==> config.mk <==
export PLATFORM = sky130hd
export DESIGN_NAME = weighted_rms_error_norm_flat
export DESIGN_NICKNAME = d
export VERILOG_FILES = /design/src/rtl/core/wrmsn_pkg.sv /design/src/rtl/core/wrmsn_in_if.sv /design/src/rtl/core/wrmsn_out_if.sv /design/src/rtl/core/wrmsn_csub.sv /design/src/rtl/core/weighted_rms_error_norm.sv /design/src/flat_wrapper.sv
export SDC_FILE = /design/constraint.sdc
export NUM_CORES = 2
export LEC_CHECK = 0
export BUFFER_PORTS_ARGS = -buffer_cell sky130_fd_sc_hd__buf_2
export CORE_MARGIN = 5
export CORE_UTILIZATION = 40
export CTS_CLUSTER_SIZE = 30
export DETAILED_ROUTE_END_ITERATION = 10
export GPL_ROUTABILITY_DRIVEN = 1
export RECOVER_POWER = 50
export SYNTH_ARGS = -nofsm -noshare
export SYNTH_HDL_FRONTEND = slang
export SYNTH_SLANG_ARGS = --single-unit
==> constraint.sdc <==
create_clock -name clk_i -period 18.97 [get_ports clk_i]
set_clock_uncertainty 0.05 [all_clocks]
set_input_delay 1.897 -clock clk_i [delete_from_list [all_inputs] [get_ports clk_i]]
set_output_delay 1.897 -clock clk_i [all_outputs]
set_load 0.03 [all_outputs]
==> src/rtl/core/wrmsn_pkg.sv <==
// Shared widths, register indexes and reset values of the weighted RMS error norm.
package wrmsn_pkg;

  // Field widths.
  localparam int VALUE_W = 32;
  localparam int SCALE_W = 31;
  localparam int TOL_W   = 32;
  localparam int INDEX_W = 10;
  localparam int COUNT_W = 11;
  localparam int WIDE_W  = 64;

  // Vector length before the element position wraps.
  localparam int MAX_ELEMENTS = 1024;
  localparam logic [INDEX_W-1:0] POS_LAST = INDEX_W'(MAX_ELEMENTS - 1);

  // Saturation limit of the controlled-element count.
  localparam logic [COUNT_W-1:0] COUNT_MAX = '1;

  // Configuration port.
  localparam int CFG_IDX_W = 2;
  localparam logic [CFG_IDX_W-1:0] REG_ABS_TOL = 2'd0;
  localparam logic [CFG_IDX_W-1:0] REG_REL_TOL = 2'd1;
  localparam logic [TOL_W-1:0] TOL_RESET = 32'd4295;

endpackage

==> src/rtl/core/wrmsn_in_if.sv <==
// Input channel: one solution element per word.
interface wrmsn_in_if;
  logic                               valid;
  logic                               ready;
  logic signed [wrmsn_pkg::VALUE_W-1:0] coarse_value;
  logic signed [wrmsn_pkg::VALUE_W-1:0] refined_value;
  logic signed [wrmsn_pkg::VALUE_W-1:0] prior_value;
  logic        [wrmsn_pkg::SCALE_W-1:0] element_scale;
  logic                               is_controlled;
  logic                               last_element;

  modport source (output valid, coarse_value, refined_value, prior_value, element_scale,
                  is_controlled, last_element, input ready);
  modport sink   (input valid, coarse_value, refined_value, prior_value, element_scale,
                  is_controlled, last_element, output ready);
endinterface

==> src/rtl/core/wrmsn_out_if.sv <==
// Output channel: one norm result word per vector.
interface wrmsn_out_if;
  logic                          valid;
  logic                          ready;
  logic [wrmsn_pkg::VALUE_W-1:0] error_norm;
  logic [wrmsn_pkg::VALUE_W-1:0] largest_ratio;
  logic [wrmsn_pkg::INDEX_W-1:0] largest_index;
  logic                          any_controlled;

  modport source (output valid, error_norm, largest_ratio, largest_index, any_controlled,
                  input ready);
  modport sink   (input valid, error_norm, largest_ratio, largest_index, any_controlled,
                  output ready);
endinterface

==> src/rtl/core/wrmsn_csub.sv <==
// Shared compare-and-subtract unit for the dividers and the square root.
module wrmsn_csub (
  input  logic [wrmsn_pkg::WIDE_W:0]   minuend_i,
  input  logic [wrmsn_pkg::WIDE_W-1:0] subtrahend_i,
  output logic                         ge_o,
  output logic [wrmsn_pkg::WIDE_W-1:0] diff_o
);

  logic [wrmsn_pkg::WIDE_W:0] diff_full;

  // One wide subtraction, and a separate comparison for the greater-or-equal flag.
  assign diff_full = minuend_i - {1'b0, subtrahend_i};
  assign ge_o      = minuend_i >= {1'b0, subtrahend_i};
  assign diff_o    = diff_full[wrmsn_pkg::WIDE_W-1:0];

endmodule

==> src/rtl/core/weighted_rms_error_norm.sv <==
// Top level of the weighted RMS error norm: sequencer, multiplier and accumulators.
//
//   channel   direction  payload                                           handshake
//   in_i      sink       coarse/refined/prior value, scale, flags          valid/ready
//   out_o     source     error_norm, largest_ratio, largest_index, any     valid/ready
//   cfg       write      cfg_idx_i, cfg_wdata_i                            cfg_we_i
//
// A controlled element runs two scale products, an add, a setup step, 32 division steps on
// the shared compare-subtract unit, a square and the accumulate; a zero difference or a
// saturated ratio skips the division. An uncontrolled element skips all of this work.
// A last element adds the 64-step mean division and the 32-step square root, which are
// skipped without any controlled element. Reset clears the sequencer, the accumulators and the
// output valid and loads both tolerances; a waiting result stalls only the next final step.
module weighted_rms_error_norm (
  input  logic                                 clk_i,
  input  logic                                 rst_ni,
  wrmsn_in_if.sink                             in_i,
  wrmsn_out_if.source                          out_o,
  input  logic                                 cfg_we_i,
  input  logic [wrmsn_pkg::CFG_IDX_W-1:0]      cfg_idx_i,
  input  logic [wrmsn_pkg::TOL_W-1:0]          cfg_wdata_i
);

  localparam int W  = wrmsn_pkg::WIDE_W;
  localparam int VW = wrmsn_pkg::VALUE_W;

  // Sequencer states.
  localparam logic [3:0] S_IDLE      = 4'd0;
  localparam logic [3:0] S_MUL_A     = 4'd1;
  localparam logic [3:0] S_MUL_B     = 4'd2;
  localparam logic [3:0] S_ADD       = 4'd3;
  localparam logic [3:0] S_DIV_INIT  = 4'd4;
  localparam logic [3:0] S_DIV       = 4'd5;
  localparam logic [3:0] S_SQ        = 4'd6;
  localparam logic [3:0] S_ACC       = 4'd7;
  localparam logic [3:0] S_FIN       = 4'd8;
  localparam logic [3:0] S_MDIV      = 4'd9;
  localparam logic [3:0] S_ROOT_INIT = 4'd10;
  localparam logic [3:0] S_SQRT      = 4'd11;
  localparam logic [3:0] S_DONE      = 4'd12;

  logic [3:0] state_q, state_d;
  logic [5:0] cnt_q, cnt_d;

  logic [wrmsn_pkg::TOL_W-1:0] abs_tol_q, abs_tol_d, rel_tol_q, rel_tol_d;

  // Latched element.
  logic [VW-1:0] coarse_q, coarse_d, refined_q, refined_d, prior_q, prior_d;
  logic [wrmsn_pkg::SCALE_W-1:0] scale_q, scale_d;
  logic last_q, last_d;

  // Datapath registers.
  logic [VW-1:0] mmax_q, mmax_d, dif_q, dif_d;
  logic [W-1:0]  prod_q, prod_d, scl_q, scl_d, rem_q, rem_d, dq_q, dq_d, root_q, root_d;

  // Vector accumulators.
  logic [W-1:0]                      sum_q, sum_d;
  logic [wrmsn_pkg::COUNT_W-1:0]     count_q, count_d;
  logic [wrmsn_pkg::INDEX_W-1:0]     pos_q, pos_d, best_pos_q, best_pos_d;
  logic [VW-1:0]                     best_q, best_d;
  logic                              seen_q, seen_d;

  // Output register.
  logic                          out_valid_q, out_valid_d;
  logic [VW-1:0]                 norm_q, norm_d, oratio_q, oratio_d;
  logic [wrmsn_pkg::INDEX_W-1:0] oidx_q, oidx_d;
  logic                          oany_q, oany_d;

  // Shared units.
  logic [VW-1:0] mul_a, mul_b;
  logic [W-1:0]  mul_p;
  logic [W:0]    cs_t;
  logic [W-1:0]  cs_d, cs_diff, sqrt_bit;
  logic          cs_ge;

  // Magnitudes of the latched values.
  logic [VW-1:0] mag_c, mag_r, mag_p, mag_m1;
  logic [VW:0]   diff33, mag33;
  logic [W:0]    sum65;
  logic [VW-1:0] ratio;
  logic          in_fire, out_fire;

  assign in_i.ready = (state_q == S_IDLE);
  assign in_fire    = in_i.valid && in_i.ready;
  assign out_fire   = out_valid_q && out_o.ready;

  assign out_o.valid          = out_valid_q;
  assign out_o.error_norm     = norm_q;
  assign out_o.largest_ratio  = oratio_q;
  assign out_o.largest_index  = oidx_q;
  assign out_o.any_controlled = oany_q;

  // Magnitude and maximum of the three values; the difference spans 33 bits.
  assign mag_c  = coarse_q[VW-1]  ? (~coarse_q + 1'b1)  : coarse_q;
  assign mag_r  = refined_q[VW-1] ? (~refined_q + 1'b1) : refined_q;
  assign mag_p  = prior_q[VW-1]   ? (~prior_q + 1'b1)   : prior_q;
  assign mag_m1 = (mag_c > mag_p) ? mag_c : mag_p;
  assign diff33 = {refined_q[VW-1], refined_q} - {coarse_q[VW-1], coarse_q};
  assign mag33  = diff33[VW] ? (~diff33 + 1'b1) : diff33;

  // The shared 32 by 32 multiplier.
  always_comb begin
    unique case (state_q)
      S_MUL_A: begin
        mul_a = abs_tol_q;
        mul_b = {1'b0, scale_q};
      end
      S_MUL_B: begin
        mul_a = rel_tol_q;
        mul_b = mmax_q;
      end
      default: begin
        mul_a = dq_q[VW-1:0];
        mul_b = dq_q[VW-1:0];
      end
    endcase
  end
  assign mul_p = mul_a * mul_b;

  // Operand selection for the compare-subtract unit.
  assign sqrt_bit = W'(1) << {cnt_q[4:0], 1'b0};
  always_comb begin
    unique case (state_q)
      S_DIV_INIT: begin
        cs_t = {17'd0, dif_q, 16'd0};
        cs_d = scl_q;
      end
      S_SQRT: begin
        cs_t = {1'b0, rem_q};
        cs_d = root_q | sqrt_bit;
      end
      default: begin
        cs_t = {rem_q, dq_q[W-1]};
        cs_d = scl_q;
      end
    endcase
  end

  wrmsn_csub u_csub (
    .minuend_i    (cs_t),
    .subtrahend_i (cs_d),
    .ge_o         (cs_ge),
    .diff_o       (cs_diff)
  );

  assign ratio = dq_q[VW-1:0];
  assign sum65 = {1'b0, sum_q} + {1'b0, prod_q};

  // Sequencer and next-state logic.
  always_comb begin
    state_d     = state_q;
    cnt_d       = cnt_q;
    abs_tol_d   = abs_tol_q;
    rel_tol_d   = rel_tol_q;
    coarse_d    = coarse_q;
    refined_d   = refined_q;
    prior_d     = prior_q;
    scale_d     = scale_q;
    last_d      = last_q;
    mmax_d      = mmax_q;
    dif_d       = dif_q;
    prod_d      = prod_q;
    scl_d       = scl_q;
    rem_d       = rem_q;
    dq_d        = dq_q;
    root_d      = root_q;
    sum_d       = sum_q;
    count_d     = count_q;
    pos_d       = pos_q;
    best_d      = best_q;
    best_pos_d  = best_pos_q;
    seen_d      = seen_q;
    out_valid_d = out_valid_q;
    norm_d      = norm_q;
    oratio_d    = oratio_q;
    oidx_d      = oidx_q;
    oany_d      = oany_q;

    // Tolerance writes; indexes beyond the list are dropped.
    if (cfg_we_i) begin
      unique case (cfg_idx_i)
        wrmsn_pkg::REG_ABS_TOL: abs_tol_d = cfg_wdata_i;
        wrmsn_pkg::REG_REL_TOL: rel_tol_d = cfg_wdata_i;
        default: ;
      endcase
    end

    if (out_fire) begin
      out_valid_d = 1'b0;
    end

    unique case (state_q)
      S_IDLE: begin
        if (in_fire) begin
          coarse_d  = in_i.coarse_value;
          refined_d = in_i.refined_value;
          prior_d   = in_i.prior_value;
          scale_d   = in_i.element_scale;
          last_d    = in_i.last_element;
          if (in_i.is_controlled) begin
            state_d = S_MUL_A;
          end else if (in_i.last_element) begin
            state_d = S_FIN;
          end else begin
            pos_d = (pos_q == wrmsn_pkg::POS_LAST) ? '0 : pos_q + 1'b1;
          end
        end
      end
      S_MUL_A: begin
        prod_d  = mul_p;
        mmax_d  = (mag_r > mag_m1) ? mag_r : mag_m1;
        dif_d   = mag33[VW-1:0];
        state_d = S_MUL_B;
      end
      S_MUL_B: begin
        scl_d   = prod_q;
        prod_d  = mul_p;
        state_d = S_ADD;
      end
      S_ADD: begin
        scl_d   = scl_q + prod_q;
        state_d = S_DIV_INIT;
      end
      S_DIV_INIT: begin
        // Zero difference gives zero; a quotient that would not fit saturates.
        if (dif_q == '0) begin
          dq_d    = '0;
          state_d = S_SQ;
        end else if (cs_ge) begin
          dq_d    = {{(W-VW){1'b0}}, {VW{1'b1}}};
          state_d = S_SQ;
        end else begin
          rem_d   = cs_t[W-1:0];
          dq_d    = '0;
          cnt_d   = 6'd31;
          state_d = S_DIV;
        end
      end
      S_DIV, S_MDIV: begin
        // One restoring division step.
        rem_d = cs_ge ? cs_diff : cs_t[W-1:0];
        dq_d  = {dq_q[W-2:0], cs_ge};
        cnt_d = cnt_q - 1'b1;
        if (cnt_q == '0) begin
          state_d = (state_q == S_DIV) ? S_SQ : S_ROOT_INIT;
        end
      end
      S_SQ: begin
        prod_d  = mul_p;
        state_d = S_ACC;
      end
      S_ACC: begin
        sum_d = sum65[W] ? '1 : sum65[W-1:0];
        if (!seen_q || ratio > best_q) begin
          best_d     = ratio;
          best_pos_d = pos_q;
        end
        seen_d = 1'b1;
        if (count_q != wrmsn_pkg::COUNT_MAX) begin
          count_d = count_q + 1'b1;
        end
        if (last_q) begin
          state_d = S_FIN;
        end else begin
          pos_d   = (pos_q == wrmsn_pkg::POS_LAST) ? '0 : pos_q + 1'b1;
          state_d = S_IDLE;
        end
      end
      S_FIN: begin
        if (seen_q) begin
          rem_d   = '0;
          dq_d    = sum_q;
          scl_d   = {{(W-wrmsn_pkg::COUNT_W){1'b0}}, count_q};
          cnt_d   = 6'd63;
          state_d = S_MDIV;
        end else begin
          root_d  = '0;
          state_d = S_DONE;
        end
      end
      S_ROOT_INIT: begin
        rem_d   = dq_q;
        root_d  = '0;
        cnt_d   = 6'd31;
        state_d = S_SQRT;
      end
      S_SQRT: begin
        // One digit of the bitwise integer square root.
        if (cs_ge) begin
          rem_d  = cs_diff;
          root_d = (root_q >> 1) | sqrt_bit;
        end else begin
          root_d = root_q >> 1;
        end
        cnt_d = cnt_q - 1'b1;
        if (cnt_q == '0) begin
          state_d = S_DONE;
        end
      end
      S_DONE: begin
        // Load the result once the output register is free, then clear the vector.
        if (!out_valid_q || out_o.ready) begin
          out_valid_d = 1'b1;
          norm_d      = root_q[VW-1:0];
          oratio_d    = best_q;
          oidx_d      = best_pos_q;
          oany_d      = seen_q;
          sum_d       = '0;
          count_d     = '0;
          pos_d       = '0;
          best_d      = '0;
          best_pos_d  = '0;
          seen_d      = 1'b0;
          state_d     = S_IDLE;
        end
      end
      default: begin
        state_d = S_IDLE;
      end
    endcase
  end

  // Control state and accumulators.
  always_ff @(posedge clk_i or negedge rst_ni) begin
    if (!rst_ni) begin
      state_q     <= S_IDLE;
      cnt_q       <= '0;
      abs_tol_q   <= wrmsn_pkg::TOL_RESET;
      rel_tol_q   <= wrmsn_pkg::TOL_RESET;
      sum_q       <= '0;
      count_q     <= '0;
      pos_q       <= '0;
      best_q      <= '0;
      best_pos_q  <= '0;
      seen_q      <= 1'b0;
      out_valid_q <= 1'b0;
    end else begin
      state_q     <= state_d;
      cnt_q       <= cnt_d;
      abs_tol_q   <= abs_tol_d;
      rel_tol_q   <= rel_tol_d;
      sum_q       <= sum_d;
      count_q     <= count_d;
      pos_q       <= pos_d;
      best_q      <= best_d;
      best_pos_q  <= best_pos_d;
      seen_q      <= seen_d;
      out_valid_q <= out_valid_d;
    end
  end

  // Payload and working registers.
  always_ff @(posedge clk_i) begin
    coarse_q  <= coarse_d;
    refined_q <= refined_d;
    prior_q   <= prior_d;
    scale_q   <= scale_d;
    last_q    <= last_d;
    mmax_q    <= mmax_d;
    dif_q     <= dif_d;
    prod_q    <= prod_d;
    scl_q     <= scl_d;
    rem_q     <= rem_d;
    dq_q      <= dq_d;
    root_q    <= root_d;
    norm_q    <= norm_d;
    oratio_q  <= oratio_d;
    oidx_q    <= oidx_d;
    oany_q    <= oany_d;
  end

  // The partial remainder stays below the divisor during both divisions.
  assert property (@(posedge clk_i) disable iff (!rst_ni)
    (state_q == S_DIV || state_q == S_MDIV) |-> (rem_q < scl_q))
    else $error("division remainder not below divisor");

  // With no controlled element seen, the accumulators hold their cleared values.
  assert property (@(posedge clk_i) disable iff (!rst_ni)
    !seen_q |-> (count_q == '0 && best_q == '0 && best_pos_q == '0 && sum_q == '0))
    else $error("accumulators not clear without a controlled element");

  // A result word appears only after the sequencer finished a vector.
  assert property (@(posedge clk_i) disable iff (!rst_ni)
    $rose(out_valid_q) |-> $past(state_q == S_DONE))
    else $error("result word without a finished vector");

endmodule
==> src/flat_wrapper.sv <==
// flat-port wrapper written by rule: the top's interface ports become plain ports
module weighted_rms_error_norm_flat 
  (clk_i, rst_ni, cfg_we_i, cfg_idx_i, cfg_wdata_i, in_i_valid, in_i_coarse_value, in_i_refined_value, in_i_prior_value, in_i_element_scale, in_i_is_controlled, in_i_last_element, in_i_ready, out_o_valid, out_o_error_norm, out_o_largest_ratio, out_o_largest_index, out_o_any_controlled, out_o_ready);
  wrmsn_in_if in_i_i ();
  wrmsn_out_if out_o_i ();
  input  logic clk_i;
  input  logic rst_ni;
  input  logic cfg_we_i;
  input  logic [wrmsn_pkg::CFG_IDX_W-1:0] cfg_idx_i;
  input  logic [wrmsn_pkg::TOL_W-1:0] cfg_wdata_i;
  input wire logic [$bits(in_i_i.valid)-1:0] in_i_valid;
  input wire logic [$bits(in_i_i.coarse_value)-1:0] in_i_coarse_value;
  input wire logic [$bits(in_i_i.refined_value)-1:0] in_i_refined_value;
  input wire logic [$bits(in_i_i.prior_value)-1:0] in_i_prior_value;
  input wire logic [$bits(in_i_i.element_scale)-1:0] in_i_element_scale;
  input wire logic [$bits(in_i_i.is_controlled)-1:0] in_i_is_controlled;
  input wire logic [$bits(in_i_i.last_element)-1:0] in_i_last_element;
  output wire logic [$bits(in_i_i.ready)-1:0] in_i_ready;
  output wire logic [$bits(out_o_i.valid)-1:0] out_o_valid;
  output wire logic [$bits(out_o_i.error_norm)-1:0] out_o_error_norm;
  output wire logic [$bits(out_o_i.largest_ratio)-1:0] out_o_largest_ratio;
  output wire logic [$bits(out_o_i.largest_index)-1:0] out_o_largest_index;
  output wire logic [$bits(out_o_i.any_controlled)-1:0] out_o_any_controlled;
  input wire logic [$bits(out_o_i.ready)-1:0] out_o_ready;
  assign in_i_i.valid = in_i_valid;
  assign in_i_i.coarse_value = in_i_coarse_value;
  assign in_i_i.refined_value = in_i_refined_value;
  assign in_i_i.prior_value = in_i_prior_value;
  assign in_i_i.element_scale = in_i_element_scale;
  assign in_i_i.is_controlled = in_i_is_controlled;
  assign in_i_i.last_element = in_i_last_element;
  assign in_i_ready = in_i_i.ready;
  assign out_o_valid = out_o_i.valid;
  assign out_o_error_norm = out_o_i.error_norm;
  assign out_o_largest_ratio = out_o_i.largest_ratio;
  assign out_o_largest_index = out_o_i.largest_index;
  assign out_o_any_controlled = out_o_i.any_controlled;
  assign out_o_i.ready = out_o_ready;
  weighted_rms_error_norm u_core (.clk_i(clk_i), .rst_ni(rst_ni), .in_i(in_i_i), .out_o(out_o_i), .cfg_we_i(cfg_we_i), .cfg_idx_i(cfg_idx_i), .cfg_wdata_i(cfg_wdata_i));
endmodule
==> results.cfg <==
[final_layout]
fin_util_pct = 43.86
fin_area_sq_um = 90550
drive_gt1_share_pct = 8.435
regArea_sq_um = 22690
multiInputGateArea_sq_um = 54480
nets = 10470
syn_to_final_growth_pct = 9.391
fill_cells = 19930

[clock_tree]
cts-buffers-inserted = 95
cts_resized = 0
cts_hold_buf = 0
clk_pin_slew_worst_paths_ns = 0.06
cts-root-buf = clkbuf_16
cts_tree = built
htree_levels = 3
clockBufferDepth = 3
cts_setup_buffers = 0
clock_latency_ns = 0.78
clock_sinks = 789

[yosys]
synth_edf_count = 586
synth_cells = 8772
synth_cell_types = 86
async_reset_ff_share_pct = 25.73
avgSynthCellArea_sq_um = 9.436
ys_seq_area_share_pct = 27.41
yosysWarnings = 0
yosys.area.top_type = fa_1
yosys_register_bits = 789
synth_area_leaders = fa_1 22%, edfxtp_1 21%, ha_1 9.0%
synth_top_area_share_pct = 21.77
syn-num-nets = 10430
synth_flop_cell = edfxtp_1
netlist_area_sq_um = 82780

[floorplanning]
core_sq_um = 206400
die_w_um = 464.9
ios = 245
dieArea_sq_um = 216100
fp-row-count = 167
fp.dieH_um = 464.9
initial_core_util_pct = 40.10

[timing]
max_freq_mhz = 66.58
rsz0062_at_grt = no
min_period_ns = 15.02
period_share_pct = 79.18
setup_violations = 0
tightest_slew_ns = 5.406
tns_ns = 0
slew_violations = 858
slew_headroom_pct = -260.4
hold_viol_final = 0

[routing]
drtIter0Drc = 6814
first_pass_iters = 8
route.detailed.wl_per_inst_um = 26.60
vias = 68120
via_per_inst = 5.872
drt-total-wl_um = 308500
ant_nets = 0
remaining_drc_errors = 0

[global_routing]
grt_pass1_vias = 68470
grt_max_degree = 89
grt_first_pass_wirelength_um = 453800
grt_usage_pct = 28.01
overflow = 0
antenna_found_initial = 10

[outcome]
violations = capacitance limit, slew limit
status = finished with violations

[setup_path]
worst-r2r-cell-count = 32
cp-start-kind = flip-flop
crit_slowest_cell = clkbuf_1
cp_top_family = buffers and inverters
reg2reg_from = u_core.state_q[1]$_DFFE_PN0P_
crit_type = reg -> reg
cpMostUsedCell = fa_1
rrSetupSlack_ns = 3.95
cp_max_fo = 47
end_kind = flip-flop
r2r-end = u_core.prod_q[58]$_DFFE_PP_
worst_path_largest_cell_delay_ns = 1.82
path_buf_inv = 7
worstPathArrival_ns = 15.45
required_ns = 19.40

[hold_path]
worstHoldEndpoint = u_core.out_o.largest_index[3]$_DFFE_PP_
whs_path_depth = 0
min_from = u_core.best_pos_q[3]$_DFFE_PN0P_
min_path_type = reg -> reg

[place]
dpl-instance-area_sq_um = 87240
dp_hpwl_um = 246500
gp_congestion = 0.9824
portBuffers = 244

[flow_run]
max_cap_violations = 16
[cells by family after synthesis]
logic type | Yosys count | synth area share, %
AND/OR/NAND/NOR | 2405 | 12.79
AO/OA/AOI/OAI | 1974 | 15.81
buffers and inverters | 1567 | 7.121
adder cells (fa/ha/maj) | 1494 | 30.74
flip-flops | 789 | 27.41
XOR/XNOR | 379 | 4.010
multiplexers | 164 | 2.110
[sequential cells by signal (all words and copies together), names as in the netlist, 4 cells and up]
signal                      flops
u_core.abs_tol_q               32
u_core.best_pos_q              10
u_core.best_q                  32
u_core.cnt_q                    6
u_core.coarse_q                32
u_core.count_q                 11
u_core.dif_q                   32
u_core.dq_q                    64
u_core.mmax_q                  32
u_core.out_o.error_norm        32
u_core.out_o.largest_index     10
u_core.out_o.largest_ratio     32
u_core.pos_q                   10
u_core.prior_q                 32
u_core.prod_q                  64
u_core.refined_q               32
u_core.rel_tol_q               32
u_core.rem_q                   64
u_core.root_q                  63
u_core.scale_q                 31
u_core.scl_q                   64
u_core.state_q                  4
u_core.sum_q                   64
[routing by layer]
| metal | vias up | track usage, % | share of wire, % |
|---|---|---|---|
| met1 | 34190 | 37.50 | 41 |
| met4 | 6 | 14.65 | 6.5 |
| li1 | 30020 | - | - |
| met5 | - | 0 | 0.013 |
| met2 | 3173 | 42.47 | 43 |
| met3 | 726 | 6.376 | 9.2 |
[stage by stage]
stage               std cells  hold slack [ns]  worst slack, ns
floorplan                8772           0.3731            7.533
global placement        11420           0.3910            6.796
detailed placement      11420           0.3865            6.618
CTS                     11600           0.4079            6.560
global route            11600           0.4141            3.233
finish                  11600           0.4069            3.950
[Yosys cell counts (all sizes together), types with 34 or more instances]
master and number:
nand4 92, nor3 83, a22o 122, nand2b 38
nand3 112, dfrtp 191, o21ai 439, ha 594
nor4 41, xnor2 238, a221o 93, inv 1082
mux2 84, o21a 74, a22oi 97, o21bai 45
and2 74, xor2 141, clkbuf 455, a31oi 102
fa 900, a21oi 473, mux2i 80, o31ai 56
a21o 222, nor2 865, nand2 872, and3 34
nor2b 92, edfxtp 586
[worst reg2reg max path, delay by kind of cell, from the launching register on]
family / cells / cell delay (ns)
buffers and inverters: 7 / 4.87
adders and majority gates: 9 / 3.83
and+or+nand+nor: 9 / 2.98
AOI/OAI and AO/OA: 7 / 2.38
DFF: 1 / 0.62
[how the worst max path moves through the flow]
stage / startpoint / endpoint / slack [ns] / cells after the start
after floorplan: u_core.state_q[1]$_DFFE_PN0P_ / u_core.prod_q[49]$_DFFE_PP_ / 7.53 / 35
after global placement: u_core.state_q[1]$_DFFE_PN0P_ / u_core.prod_q[58]$_DFFE_PP_ / 6.80 / 32
after detailed placement: u_core.state_q[1]$_DFFE_PN0P_ / u_core.prod_q[58]$_DFFE_PP_ / 6.62 / 32
after CTS: u_core.state_q[1]$_DFFE_PN0P_ / u_core.prod_q[58]$_DFFE_PP_ / 6.56 / 32
after global routing: u_core.state_q[1]$_DFFE_PN0P_ / u_core.prod_q[63]$_DFFE_PP_ / 3.23 / 30
final: u_core.state_q[1]$_DFFE_PN0P_ / u_core.prod_q[58]$_DFFE_PP_ / 3.95 / 32
[cell type report]
class / count / area share [%]
Antenna cell: 3 / 0.008291
Clock buffer: 117 / 2.853
Clock inverter: 63 / 0.9368
Inverter: 1082 / 4.488
Multi-Input combinational cell: 6416 / 60.16
Sequential cell: 789 / 25.06
Tap cell: 2704 / 3.736
Timing Repair Buffer: 425 / 2.757
[cell usage in the layout, fill, tap and decap left out, types with 74 or more instances in the layout]
cell type / synthesis / final
a31oi_1: 102 / 101
fa_1: 900 / 900
edfxtp_1: 586 / 586
buf_2: 3 / 219
dfrtp_1: 191 / 191
mux2i_1: 80 / 80
mux2_2: 84 / 84
a21o_1: 222 / 222
nor2_1: 865 / 856
inv_1: 1082 / 1081
nand3_1: 112 / 110
nor2b_1: 92 / 88
a21oi_1: 473 / 471
ha_1: 594 / 594
clkbuf_16: 0 / 98
nor3_1: 83 / 79
nand2_1: 872 / 871
xnor2_1: 238 / 238
nand4_1: 92 / 92
buf_4: 0 / 167
a22o_1: 122 / 122
o21ai_0: 414 / 386
xor2_1: 141 / 141
a221o_1: 93 / 93
a22oi_1: 97 / 97
o21a_1: 74 / 74
Power is not shown: default switching activity piles up to over one toggle a cycle in this logic, so the estimate is an artifact.
